==> config.mk <==
export PLATFORM = sky130hd
export DESIGN_NAME = masked_byte_pattern_scanner_flat
export DESIGN_NICKNAME = d
export VERILOG_FILES = /design/src/rtl/mbps_pkg.sv /design/src/rtl/mbps_in_if.sv /design/src/rtl/mbps_out_if.sv /design/src/rtl/mbps_ctrl.sv /design/src/rtl/mbps_datapath.sv /design/src/rtl/masked_byte_pattern_scanner.sv /design/src/flat_wrapper.sv
export SDC_FILE = /design/constraint.sdc
export NUM_CORES = 2
export LEC_CHECK = 0
export BUFFER_PORTS_ARGS = -buffer_cell sky130_fd_sc_hd__buf_2
export CORE_MARGIN = 2
export CORE_UTILIZATION = 30
export CTS_CLUSTER_DIAMETER = 100
export DETAILED_ROUTE_END_ITERATION = 8
export GPL_TIMING_DRIVEN = 0
export SLEW_MARGIN = 20
export SYNTH_ARGS = -nofsm -noshare
export SYNTH_HDL_FRONTEND = slang
export SYNTH_SLANG_ARGS = --single-unit
==> constraint.sdc <==
create_clock -name clk -period 9.47 [get_ports clk]
set_clock_uncertainty 0.15 [all_clocks]
set_input_delay 2.3675 -clock clk [delete_from_list [all_inputs] [get_ports clk]]
set_output_delay 2.3675 -clock clk [all_outputs]
set_load 0.02 [all_outputs]
==> src/rtl/mbps_pkg.sv <==
`default_nettype none

package mbps_pkg;

  // configuration port
  localparam int CFG_DATA_W = 64;
  localparam int CFG_IDX_W  = 3;

  localparam logic [CFG_IDX_W-1:0] CFG_VALUE_LOW  = 3'd0;
  localparam logic [CFG_IDX_W-1:0] CFG_VALUE_HIGH = 3'd1;
  localparam logic [CFG_IDX_W-1:0] CFG_MASK_LOW   = 3'd2;
  localparam logic [CFG_IDX_W-1:0] CFG_MASK_HIGH  = 3'd3;
  localparam logic [CFG_IDX_W-1:0] CFG_LENGTH     = 3'd4;
  localparam logic [CFG_IDX_W-1:0] CFG_MODE       = 3'd5;

  // pattern storage holds 16 bytes, length field is 5 bits
  localparam int PAT_LIMIT = 16;
  localparam int LEN_W     = 5;
  localparam int MODE_W    = 2;
  localparam int OUT_OFF_W = 32;

  localparam logic [MODE_W-1:0] MODE_FIRST_FWD = 2'd0;
  localparam logic [MODE_W-1:0] MODE_LAST      = 2'd1;
  localparam logic [MODE_W-1:0] MODE_ALL_FWD   = 2'd2;
  localparam logic [MODE_W-1:0] MODE_ALL_BWD   = 2'd3;

  typedef enum logic [2:0] {
    S_IDLE,
    S_EVAL,
    S_HIT_OUT,
    S_END,
    S_DRAIN_RD,
    S_DRAIN_OUT,
    S_DONE_OUT
  } state_t;

  typedef struct packed {
    logic shift_in;
    logic eval;
    logic load_hit;
    logic rd_issue;
    logic load_drain;
    logic load_done;
    logic clear_run;
  } cmd_t;

  typedef struct packed {
    logic emit_hit;
    logic last;
    logic drain_mode;
    logic fill_nonzero;
    logic out_free;
  } status_t;

endpackage

`default_nettype wire

==> src/rtl/mbps_in_if.sv <==
`default_nettype none

interface mbps_in_if;
  logic       valid;
  logic       ready;
  logic [7:0] data_byte;
  logic       last_byte;

  modport source(output valid, output data_byte, output last_byte, input ready);
  modport sink(input valid, input data_byte, input last_byte, output ready);
endinterface

`default_nettype wire

==> src/rtl/mbps_out_if.sv <==
`default_nettype none

interface mbps_out_if;
  logic        valid;
  logic        ready;
  logic        match_found;
  logic [31:0] match_offset;
  logic        scan_done;
  logic        stack_overflow;

  modport source(output valid, output match_found, output match_offset,
                 output scan_done, output stack_overflow, input ready);
  modport sink(input valid, input match_found, input match_offset,
               input scan_done, input stack_overflow, output ready);
endinterface

`default_nettype wire

==> src/rtl/mbps_ctrl.sv <==
`default_nettype none

module mbps_ctrl (
  input  logic              clk,
  input  logic              rst,
  input  logic              in_valid,
  output logic              in_ready,
  input  mbps_pkg::status_t status,
  output mbps_pkg::cmd_t    cmd
);
  import mbps_pkg::*;

  state_t state;
  state_t state_next;

  always_ff @(posedge clk) begin
    if (rst) begin
      state <= S_IDLE;
    end else begin
      state <= state_next;
    end
  end

  always_comb begin
    state_next = state;
    cmd        = '0;
    in_ready   = 1'b0;
    unique case (state)
      S_IDLE: begin
        in_ready = 1'b1;
        if (in_valid) begin
          cmd.shift_in = 1'b1;
          state_next   = S_EVAL;
        end
      end
      S_EVAL: begin
        cmd.eval = 1'b1;
        if (status.emit_hit) begin
          state_next = S_HIT_OUT;
        end else if (status.last) begin
          state_next = S_END;
        end else begin
          state_next = S_IDLE;
        end
      end
      S_HIT_OUT: begin
        if (status.out_free) begin
          cmd.load_hit = 1'b1;
          state_next   = status.last ? S_END : S_IDLE;
        end
      end
      S_END: begin
        if (status.drain_mode && status.fill_nonzero) begin
          state_next = S_DRAIN_RD;
        end else begin
          state_next = S_DONE_OUT;
        end
      end
      S_DRAIN_RD: begin
        cmd.rd_issue = 1'b1;
        state_next   = S_DRAIN_OUT;
      end
      S_DRAIN_OUT: begin
        if (status.out_free) begin
          cmd.load_drain = 1'b1;
          state_next     = status.fill_nonzero ? S_DRAIN_RD : S_DONE_OUT;
        end
      end
      S_DONE_OUT: begin
        if (status.out_free) begin
          cmd.load_done = 1'b1;
          cmd.clear_run = 1'b1;
          state_next    = S_IDLE;
        end
      end
      default: begin
        state_next = S_IDLE;
      end
    endcase
  end

  a_one_load: assert property (@(posedge clk) disable iff (rst)
    $onehot0({cmd.load_hit, cmd.load_drain, cmd.load_done}))
    else $error("more than one result load in a cycle");

  a_read_then_out: assert property (@(posedge clk) disable iff (rst)
    cmd.rd_issue |=> state == S_DRAIN_OUT)
    else $error("stack read not followed by drain output");

  a_shift_then_eval: assert property (@(posedge clk) disable iff (rst)
    cmd.shift_in |=> cmd.eval)
    else $error("accepted byte not evaluated");

endmodule

`default_nettype wire

==> src/rtl/mbps_datapath.sv <==
`default_nettype none

module mbps_datapath #(
  parameter int PATTERN_MAX = 16,
  parameter int MATCH_DEPTH = 32,
  parameter int OFFSET_BITS = 32
) (
  input  logic                             clk,
  input  logic                             rst,
  input  logic                             cfg_write,
  input  logic [mbps_pkg::CFG_IDX_W-1:0]   cfg_index,
  input  logic [mbps_pkg::CFG_DATA_W-1:0]  cfg_data,
  input  logic [7:0]                       data_byte,
  input  logic                             last_byte,
  input  mbps_pkg::cmd_t                   cmd,
  output mbps_pkg::status_t                status,
  input  logic                             out_ready,
  output logic                             out_valid,
  output logic                             match_found,
  output logic [mbps_pkg::OUT_OFF_W-1:0]   match_offset,
  output logic                             scan_done,
  output logic                             stack_overflow
);
  import mbps_pkg::*;

  localparam int N_CMP = (PATTERN_MAX < PAT_LIMIT) ? PATTERN_MAX : PAT_LIMIT;
  localparam int IW    = (PATTERN_MAX > 1) ? $clog2(PATTERN_MAX) : 1;
  localparam int VW    = $clog2(PATTERN_MAX + 1);
  localparam int CW    = (VW > LEN_W) ? VW : LEN_W;
  localparam int PW    = (MATCH_DEPTH > 1) ? $clog2(MATCH_DEPTH) : 1;
  localparam int FW    = $clog2(MATCH_DEPTH + 1);

  // configuration registers
  logic [PAT_LIMIT*8-1:0] pat_value;
  logic [PAT_LIMIT*8-1:0] pat_mask;
  logic [LEN_W-1:0]       pat_len;
  logic [MODE_W-1:0]      mode;

  // scan state
  logic [7:0]             window [PATTERN_MAX];
  logic [VW-1:0]          win_valid;
  logic [OFFSET_BITS-1:0] byte_count;
  logic                   last_q;
  logic                   first_seen;
  logic [OFFSET_BITS-1:0] latest_offset;
  logic [OFFSET_BITS-1:0] start_q;
  logic [OFFSET_BITS-1:0] offset_stack [MATCH_DEPTH];
  logic [OFFSET_BITS-1:0] rd_data;
  logic [PW-1:0]          stack_pos;
  logic [FW-1:0]          stack_fill;
  logic                   overflow_flag;

  logic [LEN_W-1:0]       eff_len;
  logic [CW-1:0]          idx_full;
  logic [IW-1:0]          idx;
  logic                   hit;
  logic [OFFSET_BITS-1:0] start;
  logic [PW-1:0]          pos_inc;
  logic [PW-1:0]          pos_dec;
  logic                   out_free;

  always_ff @(posedge clk) begin
    if (rst) begin
      pat_value <= '0;
      pat_mask  <= '0;
      pat_len   <= '0;
      mode      <= MODE_FIRST_FWD;
    end else if (cfg_write) begin
      unique case (cfg_index)
        CFG_VALUE_LOW:  pat_value[CFG_DATA_W-1:0]            <= cfg_data;
        CFG_VALUE_HIGH: pat_value[2*CFG_DATA_W-1:CFG_DATA_W] <= cfg_data;
        CFG_MASK_LOW:   pat_mask[CFG_DATA_W-1:0]             <= cfg_data;
        CFG_MASK_HIGH:  pat_mask[2*CFG_DATA_W-1:CFG_DATA_W]  <= cfg_data;
        CFG_LENGTH:     pat_len <= cfg_data[LEN_W-1:0];
        CFG_MODE:       mode    <= cfg_data[MODE_W-1:0];
        default: ;
      endcase
    end
  end

  assign eff_len = (pat_len > LEN_W'(N_CMP)) ? LEN_W'(N_CMP) : pat_len;

  // pattern byte i lines up with window entry len-1-i, newest byte at entry 0
  always_comb begin
    idx_full = '0;
    idx      = '0;
    hit      = (eff_len != '0) && (CW'(win_valid) >= CW'(eff_len));
    for (int i = 0; i < N_CMP; i++) begin
      idx_full = CW'(eff_len) - CW'(i) - CW'(1);
      idx      = idx_full[IW-1:0];
      if (LEN_W'(i) < eff_len) begin
        if (((window[idx] ^ pat_value[8*i +: 8]) & pat_mask[8*i +: 8]) != 8'd0) begin
          hit = 1'b0;
        end
      end
    end
  end

  assign start   = byte_count - OFFSET_BITS'(eff_len);
  assign pos_inc = (stack_pos == PW'(MATCH_DEPTH - 1)) ? '0 : stack_pos + PW'(1);
  assign pos_dec = (stack_pos == '0) ? PW'(MATCH_DEPTH - 1) : stack_pos - PW'(1);

  always_ff @(posedge clk) begin
    if (cmd.shift_in) begin
      window[0] <= data_byte;
      for (int i = 1; i < PATTERN_MAX; i++) begin
        window[i] <= window[i-1];
      end
    end
    if (cmd.eval) begin
      start_q <= start;
    end
  end

  always_ff @(posedge clk) begin
    if (rst) begin
      win_valid     <= '0;
      byte_count    <= '0;
      last_q        <= 1'b0;
      first_seen    <= 1'b0;
      latest_offset <= '0;
      stack_pos     <= '0;
      stack_fill    <= '0;
      overflow_flag <= 1'b0;
    end else begin
      if (cmd.shift_in) begin
        byte_count <= byte_count + OFFSET_BITS'(1);
        last_q     <= last_byte;
        if (win_valid != VW'(PATTERN_MAX)) begin
          win_valid <= win_valid + VW'(1);
        end
      end
      if (cmd.eval && hit) begin
        first_seen    <= 1'b1;
        latest_offset <= start;
        stack_pos     <= pos_inc;
        if (stack_fill != FW'(MATCH_DEPTH)) begin
          stack_fill <= stack_fill + FW'(1);
        end else begin
          overflow_flag <= 1'b1;
        end
      end
      if (cmd.rd_issue) begin
        stack_pos  <= pos_dec;
        stack_fill <= stack_fill - FW'(1);
      end
      if (cmd.clear_run) begin
        win_valid     <= '0;
        byte_count    <= '0;
        first_seen    <= 1'b0;
        latest_offset <= '0;
        stack_pos     <= '0;
        stack_fill    <= '0;
        overflow_flag <= 1'b0;
      end
    end
  end

  // offset stack, one write and one registered read port
  always_ff @(posedge clk) begin
    if (cmd.eval && hit) begin
      offset_stack[stack_pos] <= start;
    end
    if (cmd.rd_issue) begin
      rd_data <= offset_stack[pos_dec];
    end
  end

  // result register
  assign out_free = !out_valid || out_ready;

  always_ff @(posedge clk) begin
    if (rst) begin
      out_valid <= 1'b0;
    end else if (cmd.load_hit || cmd.load_drain || cmd.load_done) begin
      out_valid <= 1'b1;
    end else if (out_ready) begin
      out_valid <= 1'b0;
    end
  end

  always_ff @(posedge clk) begin
    if (cmd.load_hit) begin
      match_found    <= 1'b1;
      match_offset   <= OUT_OFF_W'(start_q);
      scan_done      <= 1'b0;
      stack_overflow <= 1'b0;
    end else if (cmd.load_drain) begin
      match_found    <= 1'b1;
      match_offset   <= OUT_OFF_W'(rd_data);
      scan_done      <= 1'b0;
      stack_overflow <= overflow_flag;
    end else if (cmd.load_done) begin
      match_found    <= (mode == MODE_LAST) && first_seen;
      match_offset   <= (mode == MODE_LAST) ? OUT_OFF_W'(latest_offset) : '0;
      scan_done      <= 1'b1;
      stack_overflow <= (mode == MODE_ALL_BWD) && overflow_flag;
    end
  end

  always_comb begin
    status.emit_hit     = hit && ((mode == MODE_ALL_FWD) ||
                                  ((mode == MODE_FIRST_FWD) && !first_seen));
    status.last         = last_q;
    status.drain_mode   = (mode == MODE_ALL_BWD);
    status.fill_nonzero = (stack_fill != '0);
    status.out_free     = out_free;
  end

  a_fill_bound: assert property (@(posedge clk) disable iff (rst)
    stack_fill <= FW'(MATCH_DEPTH))
    else $error("stack fill beyond depth");

  a_overflow_set: assert property (@(posedge clk) disable iff (rst)
    (cmd.eval && hit && (stack_fill == FW'(MATCH_DEPTH))) |=> overflow_flag)
    else $error("match on full stack did not flag overflow");

  a_done_shown: assert property (@(posedge clk) disable iff (rst)
    cmd.load_done |=> (out_valid && scan_done))
    else $error("done result not presented");

endmodule

`default_nettype wire

==> src/rtl/masked_byte_pattern_scanner.sv <==
`default_nettype none

// channel       | direction | payload
// --------------+-----------+------------------------------------------------
// byte_stream   | in        | data_byte[7:0], last_byte
// result        | out       | match_found, match_offset[31:0], scan_done,
//               |           | stack_overflow
// cfg_*         | in        | write enable, register index[2:0], data[63:0]
//
// a byte that gives no result goes through transfer, then window compare
// a hit result adds a load that waits while the single result register is full
// the last byte adds an end step plus the done transfer; in all-backward mode each
// stacked offset adds a registered stack read, then a result load
// reset is synchronous; no clearing pass, stack entries are read only once written
// a stalled result stalls the sequencer only when a new result must be loaded

module masked_byte_pattern_scanner #(
  parameter int PATTERN_MAX = 16,
  parameter int MATCH_DEPTH = 32,
  parameter int OFFSET_BITS = 32
) (
  input  logic                            clk,
  input  logic                            rst,
  input  logic                            cfg_write,
  input  logic [mbps_pkg::CFG_IDX_W-1:0]  cfg_index,
  input  logic [mbps_pkg::CFG_DATA_W-1:0] cfg_data,
  mbps_in_if.sink                         byte_stream,
  mbps_out_if.source                      result
);
  import mbps_pkg::*;

  // commands from the sequencer, status back from the datapath
  cmd_t    cmd;
  status_t status;
  logic    in_ready;

  assign byte_stream.ready = in_ready;

  // sequencer: accept, evaluate, report hit, drain stack, report done
  mbps_ctrl u_ctrl (
    .clk      (clk),
    .rst      (rst),
    .in_valid (byte_stream.valid),
    .in_ready (in_ready),
    .status   (status),
    .cmd      (cmd)
  );

  // datapath: config registers, byte window and comparators, offset stack,
  // result register
  mbps_datapath #(
    .PATTERN_MAX (PATTERN_MAX),
    .MATCH_DEPTH (MATCH_DEPTH),
    .OFFSET_BITS (OFFSET_BITS)
  ) u_datapath (
    .clk            (clk),
    .rst            (rst),
    .cfg_write      (cfg_write),
    .cfg_index      (cfg_index),
    .cfg_data       (cfg_data),
    .data_byte      (byte_stream.data_byte),
    .last_byte      (byte_stream.last_byte),
    .cmd            (cmd),
    .status         (status),
    .out_ready      (result.ready),
    .out_valid      (result.valid),
    .match_found    (result.match_found),
    .match_offset   (result.match_offset),
    .scan_done      (result.scan_done),
    .stack_overflow (result.stack_overflow)
  );

endmodule

`default_nettype wire

==> src/flat_wrapper.sv <==
// flat-port wrapper written by rule: the top's interface ports become plain ports
module masked_byte_pattern_scanner_flat import mbps_pkg::*;
#(
  parameter int PATTERN_MAX = 16,
  parameter int MATCH_DEPTH = 32,
  parameter int OFFSET_BITS = 32
)
  (clk, rst, cfg_write, cfg_index, cfg_data, byte_stream_valid, byte_stream_data_byte, byte_stream_last_byte, byte_stream_ready, result_valid, result_match_found, result_match_offset, result_scan_done, result_stack_overflow, result_ready);
  mbps_in_if byte_stream_i ();
  mbps_out_if result_i ();
  input  logic clk;
  input  logic rst;
  input  logic cfg_write;
  input  logic [mbps_pkg::CFG_IDX_W-1:0] cfg_index;
  input  logic [mbps_pkg::CFG_DATA_W-1:0] cfg_data;
  input wire logic [$bits(byte_stream_i.valid)-1:0] byte_stream_valid;
  input wire logic [$bits(byte_stream_i.data_byte)-1:0] byte_stream_data_byte;
  input wire logic [$bits(byte_stream_i.last_byte)-1:0] byte_stream_last_byte;
  output wire logic [$bits(byte_stream_i.ready)-1:0] byte_stream_ready;
  output wire logic [$bits(result_i.valid)-1:0] result_valid;
  output wire logic [$bits(result_i.match_found)-1:0] result_match_found;
  output wire logic [$bits(result_i.match_offset)-1:0] result_match_offset;
  output wire logic [$bits(result_i.scan_done)-1:0] result_scan_done;
  output wire logic [$bits(result_i.stack_overflow)-1:0] result_stack_overflow;
  input wire logic [$bits(result_i.ready)-1:0] result_ready;
  assign byte_stream_i.valid = byte_stream_valid;
  assign byte_stream_i.data_byte = byte_stream_data_byte;
  assign byte_stream_i.last_byte = byte_stream_last_byte;
  assign byte_stream_ready = byte_stream_i.ready;
  assign result_valid = result_i.valid;
  assign result_match_found = result_i.match_found;
  assign result_match_offset = result_i.match_offset;
  assign result_scan_done = result_i.scan_done;
  assign result_stack_overflow = result_i.stack_overflow;
  assign result_i.ready = result_ready;
  masked_byte_pattern_scanner #(.PATTERN_MAX(PATTERN_MAX), .MATCH_DEPTH(MATCH_DEPTH), .OFFSET_BITS(OFFSET_BITS)) u_core (.clk(clk), .rst(rst), .cfg_write(cfg_write), .cfg_index(cfg_index), .cfg_data(cfg_data), .byte_stream(byte_stream_i), .result(result_i));
endmodule
==> run_results.csv <==
group,metric,value,unit
setup_path,ws_path_type,"register to register",
drt,vias_per_cell,5.81,
setup_path,critPathMaxFanout,10,
clock_network,max-clock-path-buffers,3,
synth,yosysTopAreaCell,"sky130_fd_sc_hd__edfxtp_1",
drt,post-route-drc-count,0,
setup_path,critical_path.endpoint_type,"register",
drt,wirelength,311,mm
setup_path,worst_ep_required_time,9.90,ns
power_and_ir_drop,power.density_cell_area,190,nW/um^2
setup_path,critPathArrivalTime,9.93,ns
layout,filler_cell_count,23200,
global_route,global_route.overflow_total,0,
synth,netlist-cell-type-count,98,
global_route,via_count_of_the_first_global_routing_pass,52700,
power_and_ir_drop,power.internal,12.2,mW
placement,count_of_placed_standard_cells_including_taps,9105,
layout,design.final.nets,6197,
synth,synth_cells,5641,
power_and_ir_drop,power.switching_fraction,26.1,%
drt,detailedRoute.firstIterationViolations,7968,
hold_path,path_category_of_the_worst_min_delay_check,"register to register",
sta,timing.final.hold_violations,0,
sta,whs,0.284,ns
sta,setup_violations,15,
clock_network,cts_tree,"yes",
layout,final_common_cell,"sky130_fd_sc_hd__edfxtp_1",
synth,synth_area_per_cell,13.0,sq um
synth,area_contributors_post_synth,"sky130_fd_sc_hd__edfxtp_1, sky130_fd_sc_hd__dfxtp_1, sky130_fd_sc_hd__mux4_2, sky130_fd_sc_hd__mux2i_1, sky130_fd_sc_hd__nand2_1",
power_and_ir_drop,max-vdd-ir-drop,0.000221,V
drt,wl_per_cell,32.9,microns
placement,port_buffers,114,
clock_network,clk_root_buffer_cell,"sky130_fd_sc_hd__clkbuf_16",
sta,clock.fmax,0.105,GHz
synth,synth-seq-area-share,60.8,%
clock_network,cts-buffers-inserted,173,
setup_path,worstRegToRegCells,30,
clock_network,cts.sinks,1601,
synth,synth.ff_latch_count,1601,
sta,max_slew_margin,10.2,%
power_and_ir_drop,switching_power,4.30,mW
setup_path,setup.worst_path.start_class,"register",
power_and_ir_drop,clockPowerShare,41.7,%
floorplanning,start_util,30.1,%
sta,timing.final.ws_setup,-0.0258,ns
synth,synthFlopType,"sky130_fd_sc_hd__edfxtp_1",
job,timing.max_cap.violations,0,
layout,share_of_post_route_cells_with_drive_strength_above_1,17.9,%
sta,final.period_utilization,100,%
setup_path,cp_slowest_cell,"sky130_fd_sc_hd__a2111oi_0",
layout,post_layout_nonfiller_instances,9440,
placement,final_weighted_congestion_in_routability_driven_placement,1.04,
layout,syn_to_final_growth,18.4,%
drt,ant_nets,0,
layout,commonest_non_fill_non_tap_cells_in_the_layout,"sky130_fd_sc_hd__edfxtp_1, sky130_fd_sc_hd__nand2_1, sky130_fd_sc_hd__a21oi_1",
global_route,pin_count_of_the_biggest_net_entering_global_routing,55,
floorplanning,num_rows,181,
clock_network,clk_transition_reported_paths,0.06,ns
synth,synth_cell_area,73200,sq um
sta,final-max-slew-violation-count,0,
setup_path,critPathMaxStageDelay,0.82,ns
hold_path,whs_path_depth,0,
setup_path,crit_path_frequent_cell,"sky130_fd_sc_hd__buf_4",
clock_network,clock_latency,0.87,ns
floorplanning,die_w,498,microns
synth,asyncSetResetFlopFracSynth,0,%
synth,syn_nets,5750,
floorplanning,die-area,248000,sq um
floorplanning,core_area,243000,sq um
synth,edff_count_synth,1248,
clock_network,htreeDepth,4,
status,outcome,"finished, violations left",
floorplanning,floorplan.io_pins,118,
power_and_ir_drop,report.power.total,16.5,mW
global_route,antenna_found_initial,13,
power_and_ir_drop,power.static_leakage,28.0,nW
sta,tightestPinTransition,1.35,ns
global_route,grt_pass1_wl,426,mm
global_route,global_route.usage.total,24.4,%
synth,synth_warnings,0,
sta,final_period_minus_worst_setup_slack,9.50,ns
status,violated_checks,"negative setup slack",
placement,dp_wirelength,232,mm
synth,yosysTopAreaCellShare,51.2,%
power_and_ir_drop,power.sequential.fraction,48.6,%
drt,drt-pass1-iter-count,6,
power_and_ir_drop,combPwrFrac,9.7,%
floorplanning,die_height,498,microns
placement,post-place-ws,-1.68,ns
drt,vias,54800,
## synthesized netlist by cell type, types with 43 or more instances
master and count:
sky130_fd_sc_hd__mux4_2 234, sky130_fd_sc_hd__nand3_1 89, sky130_fd_sc_hd__nor2_1 216, sky130_fd_sc_hd__clkbuf_1 271, sky130_fd_sc_hd__mux2_2 84, sky130_fd_sc_hd__o21ai_0 218
sky130_fd_sc_hd__o221ai_1 144, sky130_fd_sc_hd__a21oi_1 355, sky130_fd_sc_hd__nor3_1 60, sky130_fd_sc_hd__inv_1 64, sky130_fd_sc_hd__mux2i_1 321, sky130_fd_sc_hd__dfxtp_1 353
sky130_fd_sc_hd__buf_1 59, sky130_fd_sc_hd__a22oi_1 43, sky130_fd_sc_hd__nand2_1 712, sky130_fd_sc_hd__o22ai_1 177, sky130_fd_sc_hd__a222oi_1 53, sky130_fd_sc_hd__edfxtp_1 1248
sky130_fd_sc_hd__xnor2_1 119, sky130_fd_sc_hd__buf_2 74, sky130_fd_sc_hd__xor2_1 93, sky130_fd_sc_hd__nand2b_1 43
## worst paths after layout
kind / slack [ns] / endpoint / startpoint
min reg2reg: 0.28 / u_core.u_datapath.window[5][5] / u_core.u_datapath.window[4][5]
min: 0.28 / u_core.u_datapath.window[5][5] / u_core.u_datapath.window[4][5]
max reg2reg: -0.03 / u_core.u_datapath.offset_stack[10][13] / u_core.u_datapath.pat_len[0]
max: -0.03 / u_core.u_datapath.offset_stack[10][13] / u_core.u_datapath.pat_len[0]
## cells by family (layout without fill, tap and decap cells)
family	count (synthesis)	in the layout	share of synthesized area [%]
xor+xnor	214	214	2.60
mux	645	645	13.0
fa+ha+maj	30	30	0.526
buf+inv	485	1070	2.67
other cells	0	12	0
flops	1601	1601	60.8
simple gates	1364	1364	8.48
compound gates	1302	1302	11.9
## cell type report
cell class / instances / area [sq um] / area share, %
buffer: 415 / 1760 / 2.03
antenna: 12 / 30.0 / 0.0346
clock inverter: 100 / 1240 / 1.43
tap: 3202 / 4010 / 4.62
clock buffer: 213 / 4560 / 5.26
sequential: 1601 / 44500 / 51.4
multi-input combinational: 3555 / 27500 / 31.7
timing repair buffer: 272 / 2790 / 3.22
inverter: 70 / 263 / 0.303
## sequential cells by signal, indices dropped and copies added (netlist names), 6 cells and up
signal                           count
u_core.u_datapath.byte_count        32
u_core.u_datapath.latest_offset     32
u_core.u_datapath.match_offset      32
u_core.u_datapath.offset_stack    1024
u_core.u_datapath.pat_mask         128
u_core.u_datapath.pat_value        128
u_core.u_datapath.rd_data           32
u_core.u_datapath.stack_fill         6
u_core.u_datapath.start_q           32
u_core.u_datapath.window           128
## metrics by stage
step | util (%) | setup TNS, ns | cell area (sq um)
floorplan | - | 0 | 73200
global placement | 32.0 | -6860.46 | 77800
detailed placement | 33.2 | -985.15 | 80700
CTS | 35.6 | 0 | 86600
global route | 35.7 | -0.0300 | 86700
finish | 35.7 | -0.259 | 86700
## layer usage
metal | GRT usage, % | share of wire (%)
met1 | 32.2 | 40
met2 | 36.9 | 44
met3 | 5.09 | 9.5
met4 | 14.3 | 6.7
met5 | 0 | 0.016
## critical path: cells and delay by family (launching register included)
kind	cells	cell delay, ns
buffers and inverters	15	4.49
AO/OA/AOI/OAI	6	2.32
AND/OR/NAND/NOR	7	1.58
flip-flops	1	0.30
adder cells (fa/ha/maj)	1	0.19
XOR/XNOR	1	0.11
## power groups by stage
| stage | clock network (mW) | logic [mW] | registers, mW |
|---|---|---|---|
| 6_report | 6.86 | 1.59 | 8.00 |
| 5_1_grt | 7.21 | 1.64 | 7.99 |
| 4_1_cts | 6.94 | 1.55 | 7.98 |
| 3_5_place_dp | 0 | 1.54 | 8.13 |
| 3_3_place_gp | 0 | 1.37 | 8.17 |
| 2_1_floorplan | 0 | 0.763 | 8.03 |
## repair_timing
action                                   CTS  global route
cloned                                     0             0
buffers inserted                           6             3
endpoints found under the hold margin      0             0
hold buffers                               0             0
endpoints found under the setup margin  1061           293
pin swaps                                  7             1
gates resized for setup                   22             6
No activity file was read; power rests on OpenSTA's default activity.
